### src/design/pwmd_pkg.sv
// Shared types and constants for the peer wire message deframer.
// No dependencies.
package pwmd_pkg;

	localparam int unsigned HS_LAST = 67;
	localparam logic [7:0] PROTO_LEN = 8'd19;
	localparam logic [6:0] HASH_FIRST = 7'd28;
	localparam logic [6:0] HASH_END = 7'd48;
	localparam logic [16:0] PIECE_MIN = 17'd9;
	localparam logic [6:0] PIECE_HDR_LAST = 7'd7;
	localparam logic [6:0] PIECE_INDEX_BYTES = 7'd4;
	localparam logic [6:0] PREFIX_LAST = 7'd3;

	localparam logic [7:0] ID_CHOKE = 8'd0;
	localparam logic [7:0] ID_UNCHOKE = 8'd1;
	localparam logic [7:0] ID_BITFIELD = 8'd5;
	localparam logic [7:0] ID_PIECE = 8'd7;

	localparam logic [2:0] EV_HS_OK = 3'd0;
	localparam logic [2:0] EV_KEEPALIVE = 3'd1;
	localparam logic [2:0] EV_MSG_START = 3'd2;
	localparam logic [2:0] EV_PAYLOAD = 3'd3;
	localparam logic [2:0] EV_PIECE_HDR = 3'd4;
	localparam logic [2:0] EV_CLOSED = 3'd5;

	localparam logic [2:0] ERR_NONE = 3'd0;
	localparam logic [2:0] ERR_HANDSHAKE = 3'd1;
	localparam logic [2:0] ERR_OVERSIZE = 3'd2;
	localparam logic [2:0] ERR_BITFIELD = 3'd3;
	localparam logic [2:0] ERR_SHORT_PIECE = 3'd4;

	localparam logic [2:0] REG_HASH_HIGH = 3'd0;
	localparam logic [2:0] REG_HASH_MID = 3'd1;
	localparam logic [2:0] REG_HASH_LOW = 3'd2;
	localparam logic [2:0] REG_PIECE_COUNT = 3'd3;
	localparam logic [2:0] REG_CHUNK_LOG2 = 3'd4;

	typedef struct packed {
		logic [2:0]  event_kind;
		logic [2:0]  error_code;
		logic [7:0]  message_id;
		logic [15:0] message_length;
		logic [7:0]  payload_value;
		logic        final_of_message;
		logic        choked_now;
		logic [31:0] piece_number;
		logic [31:0] piece_offset;
		logic        piece_acceptable;
	} result_t;

	// protocol string, character k
	function automatic logic [7:0] proto_char(input logic [4:0] k);
		logic [7:0] c;
		case (k)
			5'd0: c = "B";
			5'd1: c = "i";
			5'd2: c = "t";
			5'd3: c = "T";
			5'd4: c = "o";
			5'd5: c = "r";
			5'd6: c = "r";
			5'd7: c = "e";
			5'd8: c = "n";
			5'd9: c = "t";
			5'd10: c = " ";
			5'd11: c = "p";
			5'd12: c = "r";
			5'd13: c = "o";
			5'd14: c = "t";
			5'd15: c = "o";
			5'd16: c = "c";
			5'd17: c = "o";
			5'd18: c = "l";
			default: c = 8'd0;
		endcase
		return c;
	endfunction

endpackage

### src/design/peer_wire_message_deframer.sv
// Peer wire message deframer top level: handshake check, length-prefixed
// message parsing and result output with a skid stage. Depends on pwmd_pkg.
//
// One received byte per word on the byte channel; at most one result word per
// byte on the event channel. Each byte is parsed in the cycle it is accepted
// and its result is registered, so the block takes one byte every cycle while
// the skid register is empty; a two-entry output (result register plus skid
// register) keeps it taking bytes while event_ready is low until a second
// result word is waiting. The first 68 bytes are the handshake; after it,
// messages with a 4-byte big-endian length prefix are parsed. A bad handshake,
// a length above BUFFER_BYTES - 4, a bitfield of the wrong size or a short
// piece reports a closed event and all later bytes are dropped until reset.
// Registers are written through wr_en/wr_index/wr_data; the user must write
// them only while the block is idle, as the block itself does not enforce it.
module peer_wire_message_deframer
	import pwmd_pkg::*;
#(
	parameter int unsigned BUFFER_BYTES = 65536
) (
	input  logic        clk,
	input  logic        arst_n,
	input  logic        wr_en,
	input  logic [2:0]  wr_index,
	input  logic [63:0] wr_data,
	input  logic        byte_valid,
	output logic        byte_ready,
	input  logic [7:0]  data_byte,
	output logic        event_valid,
	input  logic        event_ready,
	output logic [2:0]  event_kind,
	output logic [2:0]  error_code,
	output logic [7:0]  message_id,
	output logic [15:0] message_length,
	output logic [7:0]  payload_value,
	output logic        final_of_message,
	output logic        choked_now,
	output logic [31:0] piece_number,
	output logic [31:0] piece_offset,
	output logic        piece_acceptable
);

	localparam logic [31:0] MAX_LEN = 32'(BUFFER_BYTES - 4);

	localparam logic [2:0] PH_HANDSHAKE = 3'd0;
	localparam logic [2:0] PH_LENGTH = 3'd1;
	localparam logic [2:0] PH_ID = 3'd2;
	localparam logic [2:0] PH_PAYLOAD = 3'd3;
	localparam logic [2:0] PH_CLOSED = 3'd4;

	logic [63:0] hash_high_q, hash_mid_q;
	logic [31:0] hash_low_q;
	logic [20:0] piece_count_q;
	logic [4:0]  chunk_log2_q;

	logic [2:0]  phase_q, phase_d;
	logic [6:0]  pos_q, pos_d;
	logic        match_q, match_d;
	logic [31:0] len_q, len_d;
	logic [7:0]  id_q, id_d;
	logic [16:0] rem_q, rem_d;
	logic        choked_q, choked_d;
	logic [31:0] idx_q, idx_d;
	logic [31:0] beg_q, beg_d;

	result_t     res, out_q, skid_q;
	logic        res_v, out_v_q, skid_v_q;
	logic        accept, out_free;

	logic [19:0][7:0] hash_bytes;
	logic [4:0]  hash_k;
	logic [16:0] rem_id;
	logic [18:0] bf_expected;
	logic [16:0] block_len;
	logic        size_ok, align_ok;
	logic [31:0] align_mask;
	logic        bad;

	assign byte_ready = !skid_v_q;
	assign accept = byte_valid && byte_ready;
	assign out_free = !out_v_q || event_ready;

	assign hash_bytes = {hash_high_q, hash_mid_q, hash_low_q};
	assign hash_k = 5'(pos_q - HASH_FIRST);
	assign rem_id = 17'(len_q - 32'd1);
	assign bf_expected = 19'((22'(piece_count_q) + 22'd7) >> 3);
	assign block_len = len_q[16:0] - PIECE_MIN;
	assign size_ok = (chunk_log2_q > 5'd16) || ({1'b0, block_len} <= (18'd1 << chunk_log2_q));
	assign align_mask = 32'((33'd1 << chunk_log2_q) - 33'd1);
	assign align_ok = (beg_d & align_mask) == 32'd0;

	always_ff @(posedge clk or negedge arst_n) begin
		if (!arst_n) begin
			hash_high_q <= '0;
			hash_mid_q <= '0;
			hash_low_q <= '0;
			piece_count_q <= 21'd1;
			chunk_log2_q <= 5'd14;
		end else if (wr_en) begin
			case (wr_index)
				REG_HASH_HIGH: hash_high_q <= wr_data;
				REG_HASH_MID: hash_mid_q <= wr_data;
				REG_HASH_LOW: hash_low_q <= wr_data[31:0];
				REG_PIECE_COUNT: piece_count_q <= wr_data[20:0];
				REG_CHUNK_LOG2: chunk_log2_q <= wr_data[4:0];
				default: ;
			endcase
		end
	end

	always_comb begin
		phase_d = phase_q;
		pos_d = pos_q;
		match_d = match_q;
		len_d = len_q;
		id_d = id_q;
		rem_d = rem_q;
		choked_d = choked_q;
		idx_d = idx_q;
		beg_d = beg_q;
		res_v = 1'b0;
		res = '0;
		bad = 1'b0;
		case (phase_q)
			PH_HANDSHAKE: begin
				if (pos_q == 7'd0) begin
					bad = data_byte != PROTO_LEN;
				end else if (pos_q <= 7'(PROTO_LEN)) begin
					bad = data_byte != proto_char(5'(pos_q - 7'd1));
				end else if (pos_q >= HASH_FIRST && pos_q < HASH_END) begin
					bad = data_byte != hash_bytes[5'd19 - hash_k];
				end
				match_d = match_q && !bad;
				if (pos_q == 7'(HS_LAST)) begin
					pos_d = '0;
					res_v = 1'b1;
					if (!match_d) begin
						phase_d = PH_CLOSED;
						res.event_kind = EV_CLOSED;
						res.error_code = ERR_HANDSHAKE;
					end else begin
						phase_d = PH_LENGTH;
						len_d = '0;
						res.event_kind = EV_HS_OK;
					end
				end else begin
					pos_d = pos_q + 7'd1;
				end
			end
			PH_LENGTH: begin
				len_d = {len_q[23:0], data_byte};
				if (pos_q == PREFIX_LAST) begin
					pos_d = '0;
					if (len_d == 32'd0) begin
						res_v = 1'b1;
						res.event_kind = EV_KEEPALIVE;
						res.final_of_message = 1'b1;
					end else if (len_d > MAX_LEN) begin
						res_v = 1'b1;
						phase_d = PH_CLOSED;
						res.event_kind = EV_CLOSED;
						res.error_code = ERR_OVERSIZE;
					end else begin
						phase_d = PH_ID;
					end
				end else begin
					pos_d = pos_q + 7'd1;
				end
			end
			PH_ID: begin
				id_d = data_byte;
				rem_d = rem_id;
				res_v = 1'b1;
				if (data_byte == ID_BITFIELD && {2'b00, rem_id} != bf_expected) begin
					phase_d = PH_CLOSED;
					res.event_kind = EV_CLOSED;
					res.error_code = ERR_BITFIELD;
				end else if (data_byte == ID_PIECE && rem_id < PIECE_MIN) begin
					phase_d = PH_CLOSED;
					res.event_kind = EV_CLOSED;
					res.error_code = ERR_SHORT_PIECE;
				end else begin
					if (data_byte == ID_CHOKE) choked_d = 1'b1;
					if (data_byte == ID_UNCHOKE) choked_d = 1'b0;
					res.event_kind = EV_MSG_START;
					res.message_id = data_byte;
					res.message_length = len_q[15:0];
					res.final_of_message = rem_id == 17'd0;
					if (rem_id == 17'd0) begin
						phase_d = PH_LENGTH;
						len_d = '0;
					end else begin
						phase_d = PH_PAYLOAD;
						pos_d = '0;
						idx_d = '0;
						beg_d = '0;
					end
				end
			end
			PH_PAYLOAD: begin
				rem_d = rem_q - 17'd1;
				res.message_id = id_q;
				res.message_length = len_q[15:0];
				if (id_q == ID_PIECE && pos_q <= PIECE_HDR_LAST) begin
					if (pos_q < PIECE_INDEX_BYTES) idx_d = {idx_q[23:0], data_byte};
					else beg_d = {beg_q[23:0], data_byte};
					pos_d = pos_q + 7'd1;
					if (pos_q == PIECE_HDR_LAST) begin
						res_v = 1'b1;
						res.event_kind = EV_PIECE_HDR;
						res.piece_number = idx_d;
						res.piece_offset = beg_d;
						res.piece_acceptable = size_ok && align_ok;
					end
				end else begin
					res_v = 1'b1;
					res.event_kind = EV_PAYLOAD;
					res.payload_value = data_byte;
					res.final_of_message = rem_d == 17'd0;
				end
				if (rem_d == 17'd0) begin
					phase_d = PH_LENGTH;
					len_d = '0;
					pos_d = '0;
				end
			end
			default: ;
		endcase
		res.choked_now = choked_d;
	end

	always_ff @(posedge clk or negedge arst_n) begin
		if (!arst_n) begin
			phase_q <= PH_HANDSHAKE;
			pos_q <= '0;
			match_q <= 1'b1;
			len_q <= '0;
			id_q <= '0;
			rem_q <= '0;
			choked_q <= 1'b1;
			idx_q <= '0;
			beg_q <= '0;
		end else if (accept) begin
			phase_q <= phase_d;
			pos_q <= pos_d;
			match_q <= match_d;
			len_q <= len_d;
			id_q <= id_d;
			rem_q <= rem_d;
			choked_q <= choked_d;
			idx_q <= idx_d;
			beg_q <= beg_d;
		end
	end

	// result register with skid
	always_ff @(posedge clk or negedge arst_n) begin
		if (!arst_n) begin
			out_v_q <= 1'b0;
			skid_v_q <= 1'b0;
		end else if (out_free) begin
			if (skid_v_q) begin
				out_v_q <= 1'b1;
				skid_v_q <= 1'b0;
			end else begin
				out_v_q <= accept && res_v;
			end
		end else if (accept && res_v) begin
			skid_v_q <= 1'b1;
		end
	end

	always_ff @(posedge clk) begin
		if (out_free) begin
			out_q <= skid_v_q ? skid_q : res;
		end else if (accept && res_v) begin
			skid_q <= res;
		end
	end

	assign event_valid = out_v_q;
	assign event_kind = out_q.event_kind;
	assign error_code = out_q.error_code;
	assign message_id = out_q.message_id;
	assign message_length = out_q.message_length;
	assign payload_value = out_q.payload_value;
	assign final_of_message = out_q.final_of_message;
	assign choked_now = out_q.choked_now;
	assign piece_number = out_q.piece_number;
	assign piece_offset = out_q.piece_offset;
	assign piece_acceptable = out_q.piece_acceptable;

endmodule
### config.mk
export PLATFORM = sky130hd
export DESIGN_NAME = peer_wire_message_deframer
export DESIGN_NICKNAME = d
export VERILOG_FILES = /design/src/design/pwmd_pkg.sv /design/src/design/peer_wire_message_deframer.sv
export SDC_FILE = /design/constraint.sdc
export NUM_CORES = 1
export LEC_CHECK = 0
export ABC_AREA = 1
export BUFFER_PORTS_ARGS = -buffer_cell sky130_fd_sc_hd__buf_2
export CAP_MARGIN = 15
export CORE_MARGIN = 3
export CORE_UTILIZATION = 35
export DETAILED_ROUTE_END_ITERATION = 6
export GPL_TIMING_DRIVEN = 1
export SETUP_SLACK_MARGIN = 0.02
export SLEW_MARGIN = 30
export SYNTH_ARGS = -nofsm -noshare
export SYNTH_HDL_FRONTEND = slang
export SYNTH_SLANG_ARGS = --single-unit
export TNS_END_PERCENT = 1
### constraint.sdc
create_clock -name clk -period 23.7 [get_ports clk]
set_clock_uncertainty 0.1 [all_clocks]
set_input_delay 4.74 -clock clk [delete_from_list [all_inputs] [get_ports clk]]
set_output_delay 4.74 -clock clk [all_outputs]
set_load 0.02 [all_outputs]
======== Yosys cells after proc, flatten, opt, wreduce, memory -nomap -nowiden ========
Memory sizes are Yosys's and may differ from the RTL's.
Index checks and enable logic that the tools add are counted.
storage, ports and cells
  flip-flop bits (word level) ............. 523
  word-level logic and storage cells ...... 216
  input bits .............................. 80
  memories ................................ 1
  output and inout port bits .............. 107
  ROM bits ................................ 224
cells by class
  shift operators ......................... 2
  muxes and demuxes ....................... 90
  equality and inequality tests ........... 29
  add/sub/neg operators ................... 9
  reduce and logical (&&, ||, !) cells .... 37
  bitwise logic cells ..................... 2
  $lt $le $gt $ge ......................... 10
memory list
  name              depth  width  rd ports  clocked after Yosys merged registers in  write ports  line            text
  (name not given)  32     7      1         0                                        0            pwmd_pkg.sv:54  case (k)
operator list
  cell                   count
  $mux 32                10
  $mux 65                3
  $mux 24                8
  $pmux 32 s2            2
  $mux 105               1
  $pmux 24 s4            1
  $logic_not 32->1       2
  $mux 7                 7
  $pmux 24 s2            1
  $mux 3                 15
  $bmux 8 s5             1
  $mux 8                 5
  $logic_not 17->1       2
  $pmux 17 s2            1
  $sub 17x1->17 const B  2
  $and 32x32->32         1
  $gt 32x16->1 const B   1
  $shl 1x5->32 const A   1
  $sub 32x1->32 const B  1
  $pmux 7 s4             1
  $eq 8x3->1 const B     3
  $mux 6                 4
  $pmux 3 s4             2
  $mux 1                 23
  45 further kinds       81

======== Logic depth before layout (Yosys ltp) ========
Gate-level depths: netlist (run 1).
  word-level depth ........................ 15
  mapped depth ............................ 28
  gate-level depth less buffers ........... 28

======== Worst setup path after synthesis (run 1) ========
No wires, ideal clock.
  path type ............................... input port to flip-flop
  start ................................... in event_ready
  end ..................................... reg skid_q[0] (netlist bit) (enable)
  stages on the path ...................... 3
  path slack .............................. 11.182 ns
  library setup time ...................... 0.569 ns
  data required time ...................... 23.031 ns
  arrival time ............................ 11.849 ns
  path buffers ............................ 0
  cells stage by stage .................... inv_1 > nand2_1 > nor2_1
on the way
  cells in the longest elaborated chain, start to end .. 3
RTL lines
  what                        line                               text
  start, declared             peer_wire_message_deframer.sv:29   input logic event_ready,
  $logic_or 1x1->1            peer_wire_message_deframer.sv:80   assign out_free = !out_v_q || event_ready;
  named net out_free          peer_wire_message_deframer.sv:67   logic accept, out_free;
  $not 1->1 (no line)         -
  $reduce_and 2->1 (no line)  -
  end signal, assigned        peer_wire_message_deframer.sv:276  skid_q <= res;
  end, declared               peer_wire_message_deframer.sv:65   result_t res, out_q, skid_q;
The timed path passes the listed nets, and every way through them passes these cells.
A chain may end at the register's enable or synchronous reset.

======== Final worst setup path (run 1) ========
  start ................................... in data_byte[5]
  end ..................................... reg skid_q[88] (netlist bit) (enable)
on the way
  cells in the longest elaborated chain, start to end .. 7
  elaborated cells between the ends (all ways) .. 8
  those cells by class .................... 1 x order compare; 4 x mux; 3 x reduce/logical
RTL lines
  what                          line                               text
  start, declared               peer_wire_message_deframer.sv:27   input logic [7:0] data_byte,
  $gt 32x16->1                  peer_wire_message_deframer.sv:157  end else if (len_d > MAX_LEN) begin
  $mux 1                        peer_wire_message_deframer.sv:157
  $mux 1 *                      peer_wire_message_deframer.sv:153  if (len_d == 32'd0) begin
  $mux 1 *                      peer_wire_message_deframer.sv:151  if (pos_q == PREFIX_LAST) begin
  $pmux 1 s4 *                  peer_wire_message_deframer.sv:123  case (phase_q)
  $logic_and 1x1->1 *           peer_wire_message_deframer.sv:275  end else if (accept && res_v) begin
  $reduce_and 2->1 (no line) *  -
Mark *: on every way between the ends. The rest lies on a longest branch, timed or not.

==> metrics.txt, run 1 <==
status completed; highest-count cells in the layout ignoring fill and taps nand2_1 (885), nor2_1 (453), o21ai_0 (422), inv_1 (324), dfrtp_1 (305); setup TNS 0 ns; clk sink count between 500 and 600; Final setup viols 0; Hold EP len_q[19]; Top cell by count, worst path nand3_1; commonest non-fill, non-tap cell in the layout nand2_1; Reg area around 14000 µm²; Post-DP Area 29700 µm²; Root Driver clkbuf_16; cts repair resizes 0; H-tree levels 2; Worst VDD drop between 70 and 80 µV; Seq/Total Area, Yosys roughly 51%; Top Ports between 150 and 200; Die ar. around 83000 µm²; post-synthesis cell type count 53; synthesized cell area between 20000 and 30000 µm²; DR pass1 iterations 5; power density over the cells around 120 nW/µm²; DR WL/cell 17.7 µm; HP Class register to register; initial DRC count about 2200; WHS Path Cells 2; Compound-Gate Fraction of Synth Area around an eighth; flops & latches, synth approximately 520; clk slew on worst S/H paths 0.06 ns; largest family of logic cells by synthesized area simple AND/OR/NAND/NOR gates; Post-DP HPWL 58100 µm; Slowest-stage cell, CP buf_4; FMAX between 0.1 and 0.15 GHz; syn avg cell area 7.98 µm²; RSZ-0062 raised after global routing false; Design Area, Final 31700 µm²; worst-case reg-to-reg path depth 18; Die X-Extent 289 µm; via count about 24000; r2r startpoint pos_q[1]; kind of critical path input pin to register; ys async rst share roughly three fifths; multiplexer area fraction after synthesis ~1.4%; crit-path cells buf_2, clkinv_1, nand3_1, nor2_1, inv_1, nor3_1, inv_1, nor3_1, nand3_1, nand3_1, a211o_1, nand2_1, nor2_4, buf_4; vias per cell about 5.1; Post-Synth XOR/XNOR Area under 10%; routability congestion estimate from global placement between 0.9 and 1; Num CTS Buffers 57; Synthesis Warnings 0; chip height about 290 µm; simple-gate share of the synthesized area about 25%; layout cells sized above 1 approximately 12%; Max stage delay on crit path ~0.67 ns; initial antenna violation count 4; # DRC 0; commonest register cell after synthesis dfrtp_1; final critical-path share of the clock period a little under a third; Max Transition Viols Final 0; CTS max path bufs 3; first-pass GRT wire length between 100000 and 150000 µm; max_cap viols 0; FF-to-FF End len_q[12]; Adder-Cell Fraction of Synth Area 1.34%; Post-synth EDFFs 210; gr usage total 19.7%; Post-CTS Setup Bufs 0; CTS tree done; Final Hold Violating Endpoints 0; Area Growth Syn to Fin 13.5%; Clock Latency Late Sink around 0.62 ns; total wire length 83300 µm; Final ANT Viol Nets 0; reg2reg setup slack 19.04 ns; Pleak around 14 nW; WHS ~0.38 ns; area of the multi-input gates ~12000 µm²; Critical Path AT 7.40 ns; Setup crit end kind register; Synthesized Nets roughly 3600; CP max FO 60; Slew @ Worst Pin 0.981 ns; filler cell count ~7900; PortBufs between 150 and 200; Overflow after GRT 0; minimum clock period 7.27 ns; hold buffer count at cts 0; crit path launch type input pin; Site Rows a little over 100; largest net degree at the start of global routing a little over 100; Syn Inst Count 3500; Critical Path RT between 20 and 25 ns; hold_sp len_q[19]; Slew HR 34.5%; layout net count 3713; vias in the first global route roughly 22000; Initial Util ~36%; core area 78200 µm²
cells in the mapped netlist, types with 15 or more instances:
master / instances / area [µm²]
nand2_2: 15 / 93.8
nand4_1: 58 / 363
nand2_1: 889 / 3340
edfxtp_1: 210 / 6310
o21ai_0: 422 / 2110
xor2_1: 51 / 447
inv_1: 326 / 1220
nor4_1: 16 / 100
buf_2: 36 / 180
mux2_2: 33 / 372
dfrtp_1: 307 / 7680
o22ai_1: 77 / 482
a21oi_1: 84 / 420
inv_2: 28 / 105
nor2_2: 17 / 106
nor3_1: 61 / 305
nor2_1: 457 / 1720
ha_1: 30 / 375
o21ai_1: 37 / 185
clkbuf_1: 118 / 443
nand3_1: 109 / 546
kinds of logic (layout without fill, tap and decap cells):
group / after synthesis / after routing
mux: 34 / 34
simple gates: 1660 / 1660
compound gates: 660 / 660
other cells: 0 / 4
fa+ha+maj: 30 / 30
flops: 523 / 523
buf+inv: 538 / 689
xor+xnor: 55 / 55
worst max-delay path by stage:
stage | endpoint | slack (ns) | start | cells after the start
6_report | skid_q[88] | 16.43 | data_byte[5] | 14
5_1_grt | skid_q[84] | 16.15 | data_byte[5] | 14
4_1_cts | skid_q[66] | 16.45 | data_byte[5] | 14
3_5_place_dp | skid_q[89] | 15.82 | data_byte[5] | 14
3_3_place_gp | skid_q[89] | 16.01 | data_byte[5] | 14
2_1_floorplan | skid_q[0] | 11.18 | event_ready | 3
final cells by class:
cell class	count	share of cell area, %
clock inverter	32	1.03
inverter	364	4.31
timing repair buffer	218	3.89
tap	1040	4.10
clock buffer	75	4.94
sequential	523	44.6
multi-input combinational	2439	37.1
antenna	4	0.0316
per-layer routing:
| metal | track usage [%] | vias up | routed length [µm] |
|---|---|---|---|
| li1 | - | 11710 | - |
| met1 | 28.2 | 11226 | 37900 |
| met2 | 30.7 | 781 | 37600 |
| met3 | 3.08 | 133 | 5420 |
| met4 | 5.70 | 2 | 2340 |
| met5 | 0.698 | - | 77 |
flip-flops by register name, indices dropped and copies added (netlist names), 3 cells and up:
signal,cells
piece_offset,32
hash_mid_q,64
skid_q,105
rem_q,17
idx_q,32
pos_q,7
hash_low_q,32
error_code,3
message_id,8
piece_number,32
message_length,16
event_kind,3
hash_high_q,64
len_q,24
phase_q,3
beg_q,32
chunk_log2_q,5
payload_value,8
piece_count_q,21
id_q,8
stage by stage:
stage	setup slack (ns)	cells	power [mW]	utilization [%]
final	16.43	4695	3.71	40.5
after global routing	16.15	4691	3.99	40.5
after CTS	16.45	4689	3.71	40.4
after detailed placement	15.82	4582	2.80	38.0
after global placement	16.01	4581	2.79	38.0
after floorplan	11.18	3500	2.30	-
power breakdown:
group	switching, mW	internal, mW	leakage (nW)
combinational	1.12	0.479	7.37
clock	0.377	0.521	0.919
sequential	0.133	1.08	6.20
total	1.63	2.08	14.5
critical path, delay by kind of cell:
| family | cells | cell delay, ns |
|---|---|---|
| AO/OA/AOI/OAI | 1 | 0.16 |
| buffers and inverters | 5 | 1.19 |
| AND/OR/NAND/NOR | 8 | 1.26 |
(Power assumes the default switching activity.)
==> run 2: changes to the inputs <==
- ABC_AREA: 1 -> 0
- clock period: 23.7 -> 7.1 ns (I/O delays scaled with it)
==> run 2 against run 1 <==
Effect of this change: synthesized cell count fell by 30%; register-to-register slack worse by 18 ns; clock power increased to 3.3 times the previous value; cell count decreased by 23%; via count is 14% lower; first-iteration DRC count shrank 26%; critical path depth down 1; sequential share of layout area grew 0.78 points; hold slack better by 0.014 ns; worst setup slack got worse by 15 ns; global-route usage fell by 0.46 points; synthesized area shrank 2.1%; critical endpoint is now len_q[23]; largest power group is now registers; highest routed layer unchanged.
==> metrics.txt, run 2 <==
status completed; power density over the cells 321 nW/µm² (+170%); Largest Register skid_q; minimum clock period approximately 5.7 ns; post-synthesis cell type count 94 (+77%); Final Hold Violating Endpoints 0 (unchanged); Max Transition Viols Final 0 (unchanged); most frequent cell after synthesis dfrtp_1; cts repair resizes 0 (unchanged); DR WL/cell 22.1 µm (+25%); final critical-path share of the clock period about 80%; layout net count 2668 (-28%); max_cap viols 0 (unchanged); CP max FO 44 (-27%); largest net degree at the start of global routing 133 (+29%); syn avg cell area 11.1 µm² (+39%); Area Growth Syn to Fin 13.9%; ys async rst share 59.8% (unchanged); layout cells sized above 1 23.6% (+11 points); synth top area cells dfrtp_1 (28%), edfxtp_1 (23%), mux2_2 (8.9%), mux2i_1 (4.1%), nand2_1 (3.6%); Critical Path RT 7.49 ns (-16.34 ns); Num CTS Buffers 57 (unchanged); largest area contributor in the netlist dfrtp_1; Setup crit end kind register; Synthesis Warnings 0 (unchanged); Root Driver clkbuf_16; total wire length 80400 µm (-3.5%); Largest register FFs 105 (unchanged); crit path launch type register; Post-DP Area 29200 µm² (-1.8%); Top cell by count, worst path inv_1; PortBufs 186 (unchanged); first-pass GRT wire length 124000 µm (-4.4%); Seq/Total Area, Yosys 51.7% (+1.1 points); CTS tree done; Synth top area share 28.1% (+0.58 points); Final ANT Viol Nets 0 (unchanged); WHS 0.392 ns (+0.0145 ns); Syn Inst Count 2459 (-30%); gr usage total 19.2% (-0.46 points); H-tree levels 2 (unchanged); # DRC 0 (unchanged); Slew HR 29.9% (-4.5 points); initial antenna violation count 4 (unchanged); Initial Util 35.7% (-0.048 points); Slew @ Worst Pin 1.05 ns (+0.0666 ns); hold buffer count at cts 0 (unchanged); via count 20398 (-14%); commonest non-fill, non-tap cell in the layout dfrtp_1; chip height 286 µm (-1.0%); dpl ws 1.55 ns (-14.28 ns); synth cell count leaders dfrtp_1 (307), nand2_1 (260), mux2_2 (217), edfxtp_1 (210), nor2_1 (181); Synthesized Nets 2569 (-29%); Die ar. 81600 µm² (-2.0%); Max stage delay on crit path 0.86 ns (+0.19 ns); Site Rows 101 (-0.98%); vias per cell 5.61 (+11%); Overflow after GRT 0 (unchanged); setup TNS 0 ns (unchanged); Pleak 12.8 nW (-12%); Top Ports 187 (unchanged); Regs by FF count skid_q (105), hash_high_q (64), hash_mid_q (64); clk slew on worst S/H paths 0.06 ns (about the same); routability congestion estimate from global placement 0.887 (-8.7%); crit-path cells inv_1, ha_1, xnor2_1, inv_1, o22ai_1, o21ai_0, a2111oi_0, mux2i_1, a221oi_1, o31a_1, o21ai_2, nand3_2, mux2_2; DR pass1 iterations 7 (+2); Worst VDD drop 280 µV (+260%); flops & latches, synth 523 (unchanged); Critical Path AT 6.07 ns (-1.33 ns); Die X-Extent 286 µm (-1.0%); commonest register cell after synthesis dfrtp_1; clk sink count 523 (unchanged); Slowest-stage cell, CP dfrtp_4; FMAX roughly 0.18 GHz; Post-CTS Setup Bufs 0 (unchanged); highest-count cells in the layout ignoring fill and taps dfrtp_1 (305), nand2_1 (259), mux2_2 (217), edfxtp_1 (210), buf_2 (185); Post-DP HPWL 56500 µm (-2.7%); Final setup viols 0 (unchanged); RSZ-0062 raised after global routing false; core area 76700 µm² (-1.9%); kind of critical path register to register; Final Util 40.6% (+0.10 points); synthesized cell area 27400 µm² (-2.1%); vias in the first global route 20295 (-9.1%); Post-synth EDFFs 210 (unchanged); Clock Latency Late Sink 0.66 ns (+0.04 ns); filler cell count 7336 (-7.4%); CTS max path bufs 3 (unchanged); initial DRC count 1614 (-26%); HP Class register to register; final setup margin 1.42 ns (-15.02 ns); Design Area, Final 31200 µm² (-1.7%)
==> run 2: cell count changes after synthesis, sizes merged, moves of 39 or more <==
| cell | delta |
|---|---|
| nand2 | -644 |
| mux2i | +111 |
| nand3 | -69 |
| a22o | +66 |
| o21ai | -358 |
| o31ai | +92 |
| xnor2 | +39 |
| o22ai | -67 |
| xor2 | -42 |
| mux2 | +188 |
| inv | -307 |
| nor2 | -306 |
==> run 2: area by class of cell <==
type                       instances  area, µm²  share of cell area [%]
sequential                       523      14200                    45.4
inverter                          51        191                   0.614
clock buffer                      76       1570                    5.03
clock inverter                    26        334                    1.07
timing repair buffer             221       1260                    4.03
antenna                            2       5.00                  0.0161
tap                             1030       1290                    4.14
multi-input combinational       1704      12400                    39.7
==> run 2: power by group <==
| part | switching, mW | internal (mW) | leakage, nW |
|---|---|---|---|
| clock | 1.27 | 1.74 | 0.919 |
| sequential | 0.427 | 3.44 | 6.22 |
| combinational | 1.79 | 1.33 | 5.66 |
| total | 3.48 | 6.51 | 12.8 |
==> run 2: path summary, 6_finish.rpt <==
kind,from,endpoint,slack [ns],cells after the start
setup / recovery,pos_q[0],len_q[23],1.42,13
hold / removal,beg_q[26],beg_q[26],0.39,1
setup reg to reg,pos_q[0],len_q[23],1.42,13
hold reg to reg,beg_q[26],beg_q[26],0.39,1
max in group asynchronous,arst_n,len_q[23],4.63,3
min in group asynchronous,arst_n,hash_high_q[43],0.58,1
==> run 2: critical path: cells and delay by family (launching register included) <==
family                   cells  cell delay (ns)
AO/OA/AOI/OAI                6             1.58
XOR/XNOR                     1             0.42
adder cells (fa/ha/maj)      1             0.54
buffers and inverters        2             0.54
flip-flops                   1             0.86
multiplexers                 2             0.79
AND/OR/NAND/NOR              1             0.63
==> run 2: cells by family (layout without fill, tap and decap cells) <==
logic type,Yosys count,count (layout),share of synthesized area [%]
AO/OA/AOI/OAI,516,516,13.1
XOR/XNOR,56,56,1.99
adder cells (fa/ha/maj),30,30,1.37
buffers and inverters,232,374,3.49
flip-flops,523,523,51.7
multiplexers,357,357,15.2
other,0,2,0
AND/OR/NAND/NOR,745,745,13.1
==> run 2: stage by stage <==
| step | instances | power [mW] |
|---|---|---|
| global placement | 3527 | 6.91 |
| global route | 3631 | 10.5 |
| detailed placement | 3528 | 6.99 |
| CTS | 3630 | 10.0 |
| finish | 3633 | 9.99 |
| floorplan | 2459 | 6.06 |
==> run 2: metal layers <==
| metal | share of wire (%) | vias up | routed length [µm] | global-route usage [%] |
|---|---|---|---|---|
| li1 | - | 9340 | - | - |
| met1 | 42 | 10238 | 34100 | 25.5 |
| met2 | 49 | 683 | 39000 | 32.4 |
| met3 | 6.0 | 133 | 4850 | 2.97 |
| met4 | 2.9 | 4 | 2370 | 5.83 |
| met5 | 0.035 | - | 28 | 0 |
